===== config.mk =====
export PLATFORM = sky130hd
export DESIGN_NAME = rpct_ctrl
export DESIGN_NICKNAME = d
export VERILOG_FILES = /design/src/rpct_pkg.sv /design/src/rpct_ctrl.sv
export SDC_FILE = /design/constraint.sdc
export NUM_CORES = 1
export LEC_CHECK = 0
export BUFFER_PORTS_ARGS = -buffer_cell sky130_fd_sc_hd__buf_2
export CAP_MARGIN = 20
export CORE_AREA = 2 2 39 41
export CTS_CLUSTER_DIAMETER = 100
export DETAILED_ROUTE_END_ITERATION = 7
export DIE_AREA = 0 0 41 43
export PLACE_DENSITY_LB_ADDON = 0.1
export SYNTH_ARGS = -nofsm -noshare
export SYNTH_HDL_FRONTEND = slang
export SYNTH_SLANG_ARGS = --single-unit

===== constraint.sdc =====
create_clock -name clk_i -period 3.1 [get_ports clk_i]
set_clock_uncertainty 0.2 [all_clocks]
set_input_delay 0.31 -clock clk_i [delete_from_list [all_inputs] [get_ports clk_i]]
set_output_delay 0.31 -clock clk_i [all_outputs]
set_load 0.01 [all_outputs]

===== src/rpct_pkg.sv =====
// shared constants, types and command codes for the range paint count tree
package rpct_pkg;

  localparam int unsigned LEAF_W = 10;
  localparam int unsigned LEAVES = 1 << LEAF_W;
  localparam int unsigned ADDR_W = LEAF_W + 1;
  localparam int unsigned NODES  = 1 << ADDR_W;
  localparam int unsigned CNT_W  = 11;

  typedef logic [ADDR_W-1:0] addr_t;
  typedef logic [CNT_W-1:0]  cnt_t;
  typedef logic [LEAF_W-1:0] cell_t;

  typedef enum logic [3:0] {
    OP_NONE,
    OP_CLR,
    OP_LOAD,
    OP_VISIT,
    OP_PUSHL,
    OP_PUSHR,
    OP_LEFT,
    OP_RIGHT,
    OP_UP,
    OP_RDL,
    OP_RDR,
    OP_SUM,
    OP_RDROOT
  } dp_op_e;

  typedef enum logic [3:0] {
    S_CLR,
    S_IDLE,
    S_RD,
    S_CHK,
    S_PUSHR,
    S_DESC,
    S_UP,
    S_AFTER,
    S_RDR,
    S_SUM,
    S_OUTR,
    S_OUT
  } state_e;

  typedef struct packed {
    logic clr_done;
    logic range_ok;
    logic covered;
    logic uniform;
    logic is_root;
    logic was_left;
    logic lo_le_mid;
    logic hi_gt_mid;
  } dp_status_t;

endpackage


===== src/rpct_ctrl.sv =====
// controller: tree walk sequencer
module rpct_ctrl import rpct_pkg::*; (
  input  logic       clk_i,
  input  logic       rst_ni,
  input  logic       start_i,
  input  dp_status_t status_i,
  output dp_op_e     op_o,
  output logic       busy_o,
  output logic       valid_o
);

  state_e state_q, state_d;

  always_ff @(posedge clk_i or negedge rst_ni) begin
    if (!rst_ni) begin
      state_q <= S_CLR;
    end else begin
      state_q <= state_d;
    end
  end

  always_comb begin
    state_d = state_q;
    op_o    = OP_NONE;
    valid_o = 1'b0;
    unique case (state_q)
      S_CLR: begin
        op_o = OP_CLR;
        if (status_i.clr_done) state_d = S_IDLE;
      end
      S_IDLE: begin
        if (start_i) begin
          op_o    = OP_LOAD;
          state_d = status_i.range_ok ? S_RD : S_OUTR;
        end
      end
      S_RD: begin
        op_o    = OP_VISIT;
        state_d = status_i.covered ? S_UP : S_CHK;
      end
      S_CHK: begin
        if (status_i.uniform) begin
          op_o    = OP_PUSHL;
          state_d = S_PUSHR;
        end else begin
          state_d = S_DESC;
        end
      end
      S_PUSHR: begin
        op_o    = OP_PUSHR;
        state_d = S_DESC;
      end
      S_DESC: begin
        op_o    = status_i.lo_le_mid ? OP_LEFT : OP_RIGHT;
        state_d = S_RD;
      end
      S_UP: begin
        if (status_i.is_root) begin
          state_d = S_OUTR;
        end else begin
          op_o    = OP_UP;
          state_d = S_AFTER;
        end
      end
      S_AFTER: begin
        if (status_i.was_left && status_i.hi_gt_mid) begin
          op_o    = OP_RIGHT;
          state_d = S_RD;
        end else begin
          op_o    = OP_RDL;
          state_d = S_RDR;
        end
      end
      S_RDR: begin
        op_o    = OP_RDR;
        state_d = S_SUM;
      end
      S_SUM: begin
        op_o    = OP_SUM;
        state_d = S_UP;
      end
      S_OUTR: begin
        op_o    = OP_RDROOT;
        state_d = S_OUT;
      end
      S_OUT: begin
        valid_o = 1'b1;
        state_d = S_IDLE;
      end
      default: state_d = S_IDLE;
    endcase
  end

  assign busy_o = (state_q != S_IDLE);

endmodule


==> results of run 1 <==
-- cell type report --
cell class                      count  area [um^2]  share of cell area, %
Inverter                            3        11.26                  1.948
Clock buffer                        3        22.52                  3.896
Sequential cell                     4        100.1                  17.32
Tap cell                           16        20.02                  3.463
Timing Repair Buffer               17        90.09                  15.58
Multi-Input combinational cell     53        334.1                  57.79
-- final timing paths --
kind                                        startpoint                      to  cells after the start
worst max-delay path            state_q[2]$_DFFE_PN0P_                 op_o[3]                      4
worst min-delay path                       status_i[6]  state_q[3]$_DFFE_PN0P_                      3
worst max register to register  state_q[2]$_DFFE_PN0P_  state_q[0]$_DFFE_PN0P_                      3
worst min register to register  state_q[3]$_DFFE_PN0P_  state_q[2]$_DFFE_PN0P_                      1
max in group asynchronous                       rst_ni  state_q[1]$_DFFE_PN0P_                      2
min in group asynchronous                       rst_ni  state_q[3]$_DFFE_PN0P_                      2
-- power groups by stage --
stage	registers [W]	clock network, W	logic, W
after floorplan	0.0000887	0	0.000348
after global placement	0.000188	0	0.000318
after detailed placement	0.000186	0	0.000317
after CTS	0.000185	0.0000658	0.000320
after global routing	0.000194	0.0000714	0.000362
final	0.000184	0.0000624	0.000314
-- Yosys cell counts --
library cell  instances
o21ai_1               3
buf_2                 4
nand2b_1              1
a21oi_1               3
a31oi_1               1
nor2_1                4
a2bb2oi_1             1
nor3b_1               1
inv_1                 2
o21ba_1               1
nand3_1               2
nor2b_1               4
or3_1                 1
nand4b_1              1
a211o_1               1
buf_4                 1
nand3b_1              3
or2_1                 1
dfrtp_1               4
o22ai_1               2
o32a_1                1
o21ai_0               5
inv_2                 1
buf_6                 1
a21o_1                1
a211oi_1              2
a32oi_1               2
nor3_1                1
a32o_1                2
and3b_2               1
and2_1                1
mux2_2                1
nand2_1               6
clkbuf_1              1
-- cell families after synthesis --
logic type / Yosys count / synth area share, %
buffers and inverters: 10 / 11.03
flip-flops: 4 / 20.51
AO/OA/AOI/OAI: 25 / 35.13
AND/OR/NAND/NOR: 27 / 31.03
multiplexers: 1 / 2.308
-- per-stage QoR --
stage	util [%]	total power, W	cell area (um^2)	std cells	worst slack, ps
2_1_floorplan	-	0.0004369	488.0	67	1516
3_3_place_gp	39.42	0.0005058	545.5	92	1151
3_5_place_dp	39.42	0.0005031	545.5	92	1147
4_1_cts	41.77	0.0005707	578.1	96	892.8
5_1_grt	41.77	0.0006275	578.1	96	770.3
6_report	41.77	0.0005607	578.1	96	901.0
-- metal layers --
layer | part of all wire (%) | wire length (um) | GRT usage, %
met5 | 0 | 0 | 0
met4 | 0 | 0 | 2.000
met3 | 2.3 | 27 | 4.712
met2 | 48 | 551 | 21.88
met1 | 50 | 570 | 22.08
-- worst max-delay path, stage by stage, from the launching register on --
cell,delay [ps]
dfrtp_1,600
nand2b_1,310
o32a_1,340
nand3_1,80
buf_2,120
==> results by group, run 1 <==
Placement
  – GP Congestion: 0.6930
  – PortBufs: 16
  – Hpwl dp: 820.3 um

STA
  – Fmax: 0.4547 GHz
  – Hold Violations, Final: 0
  – Slew headroom: 57.91%
  – Setup TNS: 0 ps
  – Final setup vio count: 0
  – Worst-Margin Slew: 631.3 ps
  – Min Tclk post-route: 2199 ps
  – Fin crit share: 70.94%
  – RSZ-0062 raised after global routing: no
  – Hold WS: 183.5 ps
  – Final Max Tran Viols: 0

Synth
  – Sequential area share after synthesis: 20.51%
  – Synth area leaders: dfrtp_1 21%, nor2b_1 5.1%, o21ai_0 5.1%, nand2_1 4.6%, nand3b_1 4.6%
  – Synth top area share: 20.51%
  – Ys Warns: 0
  – Synth area leader: dfrtp_1
  – Synth Net Count: 78
  – Syn Inst Count: 67
  – Syn avg cell area: 7.283 um^2
  – Synthesized area: 488.0 um^2
  – Synthesized flop and latch total: 4
  – Synth cell types: 34

Clocking
  – Cts repair resizes: 0
  – Worst-Skew Late Latency: 230 ps
  – Post-CTS setup buffer count: 0
  – CTS clk-pin slew, worst paths: 40 ps
  – Longest Clk Path Bufs: 2
  – Root Driver: clkbuf_4
  – Total CTS buffers: 3
  – CTS tree: yes
  – Hold_buf cts: 1
  – CTS sink cnt: 4
  – # H-tree levels: 1

Layout
  – Area Overhead vs Synth: 18.46%
  – Regs by FF count: state_q: 4 flops
  – Commonest non-fill, non-tap cell in the layout: buf_2
  – Layout cells sized above 1: 27.50%
  – Most frequent cells in the layout: 16 x buf_2, 6 x nand2_1, 5 x o21ai_0
  – Layout net count: 93
  – Fillers: 148
  – Largest Register: state_q
  – # diodes: 0
  – Number of flip-flops under the largest register name: 4

Worst setup path
  – Crit-path max FO: 23
  – Worst Setup End Kind: output pin
  – Reg-to-reg slack, setup: 1350 ps
  – Crit path launch type: flip-flop
  – CP Data Required Time: 2590 ps
  – Worst Path Arrival: 1690 ps
  – Classification of the worst setup path: reg2out

GRT
  – Largest net degree at the start of global routing: 24
  – First-pass GRT wire length: 1849 um
  – Total track usage: 15.11%
  – Initial antenna violation count: 0
  – Gr ovfl total: 0
  – Number of global-route vias before repair: 440

Route
  – DR vias: 539
  – First-pass DRT Iterations: 2
  – Initial drt markers: 9
  – Final ANT Viol Nets: 0
  – # DRC: 0
  – WL final: 1149 um
  – WL per Instance: 11.97 um
  – Vias per cell: 5.615

Floorplan
  – Die area: 1763 um^2
  – Starting density of the core: 35.26%
  – I/O pin total: 17
  – Cell row count: 14
  – Die height: 43 um
  – Core Area: 1384 um^2
  – Die width: 41 um

Power and ir drop
  – Pwr/cell area: 970.0 nW/um^2
  – P_int: 0.0002887 W
  – Clk pwr share: 11.1%
  – Comb pwr share: 56.0%
  – Switching power: 0.0002720 W
  – Sequential share of power: 32.9%
  – Leakage Power: 0.2585 nW
  – Sw frac: 48.51%
  – IR drop worst, VDD: 0.0003114 V

Flow run
  – Max-cap violation count: 0

Worst hold path
  – Worst hold path type: in2reg

Outcome
  – Status: finished, final reports clean
(Power assumes the default switching activity.)
==> run 2: changes to the inputs <==
--- a/config.mk
+++ b/config.mk
@@ -5,6 +5,7 @@
 export SDC_FILE = /design/constraint.sdc
 export NUM_CORES = 1
 export LEC_CHECK = 0
+export ABC_AREA = 1
 export BUFFER_PORTS_ARGS = -buffer_cell sky130_fd_sc_hd__buf_2
 export CAP_MARGIN = 20
 export CORE_AREA = 2 2 39 41
==> constraint.sdc (replaced) <==
create_clock -name clk_i -period 2 [get_ports clk_i]
set_clock_uncertainty 0.2 [all_clocks]
set_input_delay 0.2 -clock clk_i [delete_from_list [all_inputs] [get_ports clk_i]]
set_output_delay 0.2 -clock clk_i [all_outputs]
set_load 0.01 [all_outputs]
==> results by group, run 2 <==
Floorplan
  – Die width: 41 um
  – Die area: 1763 um^2
  – Starting density of the core: 30.20%
  – Die height: 43 um
  – Cell row count: 14
  – I/O pin total: 17
  – Core Area: 1384 um^2

GRT
  – Gr ovfl total: 0
  – Total track usage: 16.23%
  – Largest net degree at the start of global routing: 8
  – Number of global-route vias before repair: 442
  – First-pass GRT wire length: 1883 um
  – Initial antenna violation count: 0

Clocking
  – Longest Clk Path Bufs: 2
  – CTS tree: yes
  – CTS sink cnt: 4
  – CTS clk-pin slew, worst paths: 30 ps
  – # H-tree levels: 1
  – Root Driver: clkbuf_4
  – Cts repair resizes: 0
  – Total CTS buffers: 3
  – Hold_buf cts: 1
  – Post-CTS setup buffer count: 0
  – Worst-Skew Late Latency: 240 ps

Worst setup path
  – Reg-to-reg slack, setup: 510 ps
  – Worst-path cell chain: nor2_1, nand2_1, o2111ai_1, buf_2
  – Crit path launch type: flip-flop
  – Crit-path max FO: 5
  – CP Data Required Time: 1600 ps
  – WP buf/inv: 1
  – Worst Path Arrival: 1440 ps
  – CP top delay family: simple AND/OR/NAND/NOR gates
  – Worst Setup End Kind: output pin
  – Slowest CP cell: dfrtp_1
  – Slowest stage delay, CP: 410 ps
  – Classification of the worst setup path: reg2out

Outcome
  – Status: finished, final reports clean

Layout
  – Design area: 550.5 um^2
  – Fillers: 169
  – Area Overhead vs Synth: 31.74%
  – Largest Register: state_q
  – Commonest non-fill, non-tap cell in the layout: nand2_1
  – Number of flip-flops under the largest register name: 4
  – Most frequent cells in the layout: 21 x nand2_1, 16 x buf_2, 12 x nor2_1, 9 x inv_1, 7 x nand3_1
  – Regs by FF count: state_q: 4 flops
  – Layout cells sized above 1: 29.47%
  – # diodes: 0
  – Layout net count: 108

Route
  – WL per Instance: 10.38 um
  – Final ANT Viol Nets: 0
  – Initial drt markers: 9
  – First-pass DRT Iterations: 4
  – # DRC: 0
  – WL final: 1152 um
  – Vias per cell: 4.739
  – DR vias: 526

STA
  – Final Max Tran Viols: 0
  – Worst-Margin Slew: 378.2 ps
  – Hold WS: 22.86 ps
  – Fin crit share: 91.87%
  – RSZ-0062 raised after global routing: no
  – Min Tclk post-route: 1837 ps
  – Hold Violations, Final: 0
  – Fmax: 0.5443 GHz
  – Slew headroom: 74.69%
  – Final setup vio count: 0
  – Setup TNS: 0 ps

Synth
  – Synth area leader: dfrtp_1
  – Post-synth EDFFs: 0
  – Synth Net Count: 86
  – Top FF cell, synth: dfrtp_1
  – Synth top cells by count: 21 x nand2_1, 12 x nor2_1, 9 x inv_1
  – Synth top area share: 23.95%
  – Sequential area share after synthesis: 23.95%
  – Syn avg cell area: 5.572 um^2
  – Synth cell types: 15
  – Ys Warns: 0
  – Syn Inst Count: 75
  – Synthesized flop and latch total: 4
  – Top-count cell post-synth: nand2_1
  – FFs w/ async S/R, synth: 100.0%
  – Synth area leaders: dfrtp_1 24%, nand2_1 19%, nor2_1 11%, nand3_1 8.4%, inv_1 8.1%
  – Synthesized area: 417.9 um^2

Placement
  – GP Congestion: 0.7821
  – Area after DPL: 518.0 um^2
  – Hpwl dp: 965.1 um
  – PortBufs: 16

Power and ir drop
  – IR drop worst, VDD: 0.0006984 V
  – Pwr/cell area: 1508 nW/um^2
  – Leakage Power: 0.3228 nW

Worst hold path
  – Worst hold path type: in2reg

Flow run
  – Max-cap violation count: 0
==> run 2: per-layer routing <==
layer	global-route usage [%]	vias to the layer above	wire length [um]
li1	-	278	-
met1	21.50	234	543
met2	23.13	12	533
met3	6.283	2	67
met4	6.000	0	8
met5	0	-	0
==> run 2: stage by stage <==
stage	setup slack [ps]	util [%]	instances	total power, W
after floorplan	607.9	-	75	0.0005567
after global placement	384.6	37.43	107	0.0007371
after detailed placement	393.2	37.43	107	0.0007310
after CTS	142.2	39.78	111	0.0008391
after global routing	32.70	39.78	111	0.0009265
final	162.7	39.78	111	0.0008301
==> run 2: final timing paths <==
kind,startpoint,endpoint,cells past startpoint
min,status_i[5],state_q[2]$_DFFE_PN0P_,3
max in group asynchronous,rst_ni,state_q[2]$_DFFE_PN0P_,2
min in group asynchronous,rst_ni,state_q[0]$_DFFE_PN0P_,2
max,state_q[3]$_DFFE_PN0P_,op_o[2],4
max reg2reg,state_q[1]$_DFFE_PN0P_,state_q[0]$_DFFE_PN0P_,8
min reg2reg,state_q[2]$_DFFE_PN0P_,state_q[2]$_DFFE_PN0P_,3
==> run 2: power by group <==
group / internal [W] / switching [W]
Clock: 0.0000672 / 0.0000349
Combinational: 0.000197 / 0.000366
Sequential: 0.000120 / 0.0000454
Total: 0.000384 / 0.000446
==> run 2: layout make-up <==
class,count,area (um^2),area share [%]
tap,16,20.02,3.636
multi-input combinational,57,265.3,48.18
timing repair buffer,17,90.09,16.36
clock buffer,3,22.52,4.091
inverter,14,52.55,9.545
sequential,4,100.1,18.18
==> run 2: kinds of logic after synthesis <==
family / Yosys count / synth area share (%)
AOI/OAI and AO/OA: 9 / 11.68
buffers and inverters: 14 / 12.57
DFF: 4 / 23.95
and+or+nand+nor: 48 / 51.79
==> run 2: worst min-delay path: cells and delay by family <==
family / cells / cell delay, ps
and+or+nand+nor: 2 / 130
buffers and inverters: 1 / 80
==> run 3: changes to the inputs <==
--- a/config.mk
+++ b/config.mk
@@ -5,7 +5,7 @@
 export SDC_FILE = /design/constraint.sdc
 export NUM_CORES = 1
 export LEC_CHECK = 0
-export ABC_AREA = 1
+export ABC_AREA = 0
 export BUFFER_PORTS_ARGS = -buffer_cell sky130_fd_sc_hd__buf_2
 export CAP_MARGIN = 20
 export CORE_AREA = 2 2 39 41
==> results by group, run 3 (same netlist as run 1, synthesis figures left out) <==
Power and ir drop
  – Pwr/cell area: 1537 nW/um^2
  – IR drop worst, VDD: 0.0005816 V
  – Total power draw: 0.0009423 W
  – Leakage Power: 0.2740 nW

Floorplan
  – Die width: 41 um
  – Die height: 43 um
  – I/O pin total: 17
  – Die area: 1763 um^2
  – Starting density of the core: 35.26%
  – Core Area: 1384 um^2
  – Cell row count: 14

Route
  – Vias per cell: 5.530
  – First-pass DRT Iterations: 4
  – Final ANT Viol Nets: 0
  – WL final: 1259 um
  – DR vias: 553
  – WL per Instance: 12.59 um
  – # DRC: 0
  – Initial drt markers: 7

Placement
  – PortBufs: 16
  – Hpwl dp: 900.7 um
  – Place WS: 351.8 ps
  – GP Congestion: 0.6948
  – Area after DPL: 575.6 um^2

Clocking
  – CTS clk-pin slew, worst paths: 40 ps
  – CTS tree: yes
  – Total CTS buffers: 3
  – CTS sink cnt: 4
  – Longest Clk Path Bufs: 2
  – # H-tree levels: 1
  – Worst-Skew Late Latency: 240 ps
  – Root Driver: clkbuf_4

STA
  – Fin crit share: 94.42%
  – RSZ-0062 raised after global routing: no
  – Setup TNS: 0 ps
  – Worst setup margin: 111.7 ps
  – Slew headroom: 80.69%
  – Final Max Tran Viols: 0
  – Worst-Margin Slew: 289.7 ps
  – Fmax: 0.5296 GHz
  – Hold Violations, Final: 0
  – Final setup vio count: 0
  – Min Tclk post-route: 1888 ps

Layout
  – Design area: 613.1 um^2
  – Fin util: 44.30%
  – Number of flip-flops under the largest register name: 4
  – Layout net count: 97
  – Layout cells sized above 1: 35.71%
  – # diodes: 0
  – Regs by FF count: state_q: 4 flops
  – Most frequent cells in the layout: 16 x buf_2, 6 x nand2_1, 5 x o21ai_0
  – Area Overhead vs Synth: 25.64%
  – Largest Register: state_q
  – Commonest non-fill, non-tap cell in the layout: buf_2

GRT
  – First-pass GRT wire length: 2104 um
  – Initial antenna violation count: 0
  – Total track usage: 17.34%
  – Number of global-route vias before repair: 500
  – Gr ovfl total: 0
  – Largest net degree at the start of global routing: 19

Worst setup path
  – R2R depth: 4
  – Classification of the worst setup path: reg2out
  – Worst-path cell chain: buf_4, o21ba_1, a211oi_1, o22ai_1, buf_2
  – Crit-path max FO: 7
  – Worst Setup End Kind: output pin
  – Worst Path Arrival: 1490 ps
  – Slowest stage delay, CP: 430 ps
  – CP Data Required Time: 1600 ps
  – Crit path launch type: flip-flop
  – Slowest CP cell: dfrtp_2

Worst hold path
  – Worst hold path type: in2reg
  – Worst hold stages: 3

Flow run
  – Max-cap violation count: 0

Outcome
  – Status: finished, final reports clean
-- run 3: changes by cell type in the layout (fill, tap and decap cells not counted), sizes merged, moves of 2 or more --
cell,delta
nand2,-17
inv,-11
nor2,-10
nand3,-5
buf,+4
nor2b,+4
o21ai,+4
a211oi,+2
a32o,+2
a32oi,+2
nand4,-2
o22ai,+2
-- run 3: cell type report --
cell class | instances | area [um^2]
sequential | 4 | 105.1
timing repair buffer | 21 | 120.1
tap | 16 | 20.02
inverter | 3 | 11.26
clock buffer | 3 | 22.52
fill | 154 | 770.7
multi-input combinational | 53 | 334.1
-- run 3: path summary, 6_finish.rpt --
| check | startpoint | endpoint | slack (ps) |
|---|---|---|---|
| worst max register to register | state_q[2]$_DFFE_PN0P_ | state_q[0]$_DFFE_PN0P_ | 430 |
| worst min register to register | state_q[3]$_DFFE_PN0P_ | state_q[1]$_DFFE_PN0P_ | 400 |
| min in group asynchronous | rst_ni | state_q[3]$_DFFE_PN0P_ | 90 |
| max in group asynchronous | rst_ni | state_q[1]$_DFFE_PN0P_ | 1370 |
| worst min-delay path | status_i[6] | state_q[3]$_DFFE_PN0P_ | 60 |
| worst max-delay path | state_q[2]$_DFFE_PN0P_ | op_o[1] | 110 |
-- run 3: report_power, final --
group | internal (W) | switching (W) | total [W]
Clock | 0.0000672 | 0.0000352 | 0.000102
Combinational | 0.000304 | 0.000294 | 0.000598
Sequential | 0.000126 | 0.000116 | 0.000241
Total | 0.000497 | 0.000445 | 0.000942
-- run 3: worst max-delay path: cells and delay by family (launching register included) --
kind,cells,cell delay (ps)
buf+inv,2,320
flops,1,430
compound gates,3,500
-- run 3: per-layer routing --
layer | global-route usage, % | part of all wire (%) | vias to the layer above
li1 | - | - | 285
met1 | 25.08 | 50 | 254
met2 | 24.06 | 45 | 12
met3 | 1.571 | 3.4 | 2
met4 | 10.00 | 1.7 | 0
met5 | 0 | 0 | -
-- run 3: stage by stage --
step | hold WS [ps] | cells
2_1_floorplan | -295.6 | 67
3_3_place_gp | -188.7 | 96
3_5_place_dp | -189.9 | 96
4_1_cts | 64.56 | 100
5_1_grt | 108.5 | 100
6_report | 64.63 | 100
-- run 3: what timing repair did --
item | 4_1_cts | 5_1_grt
setup buffers | 0 | 0
hold buffers | 1 | 0
resized for setup | 0 | 4
endpoints found under the setup margin | 0 | 2
hold endpoints to repair | 4 | 0
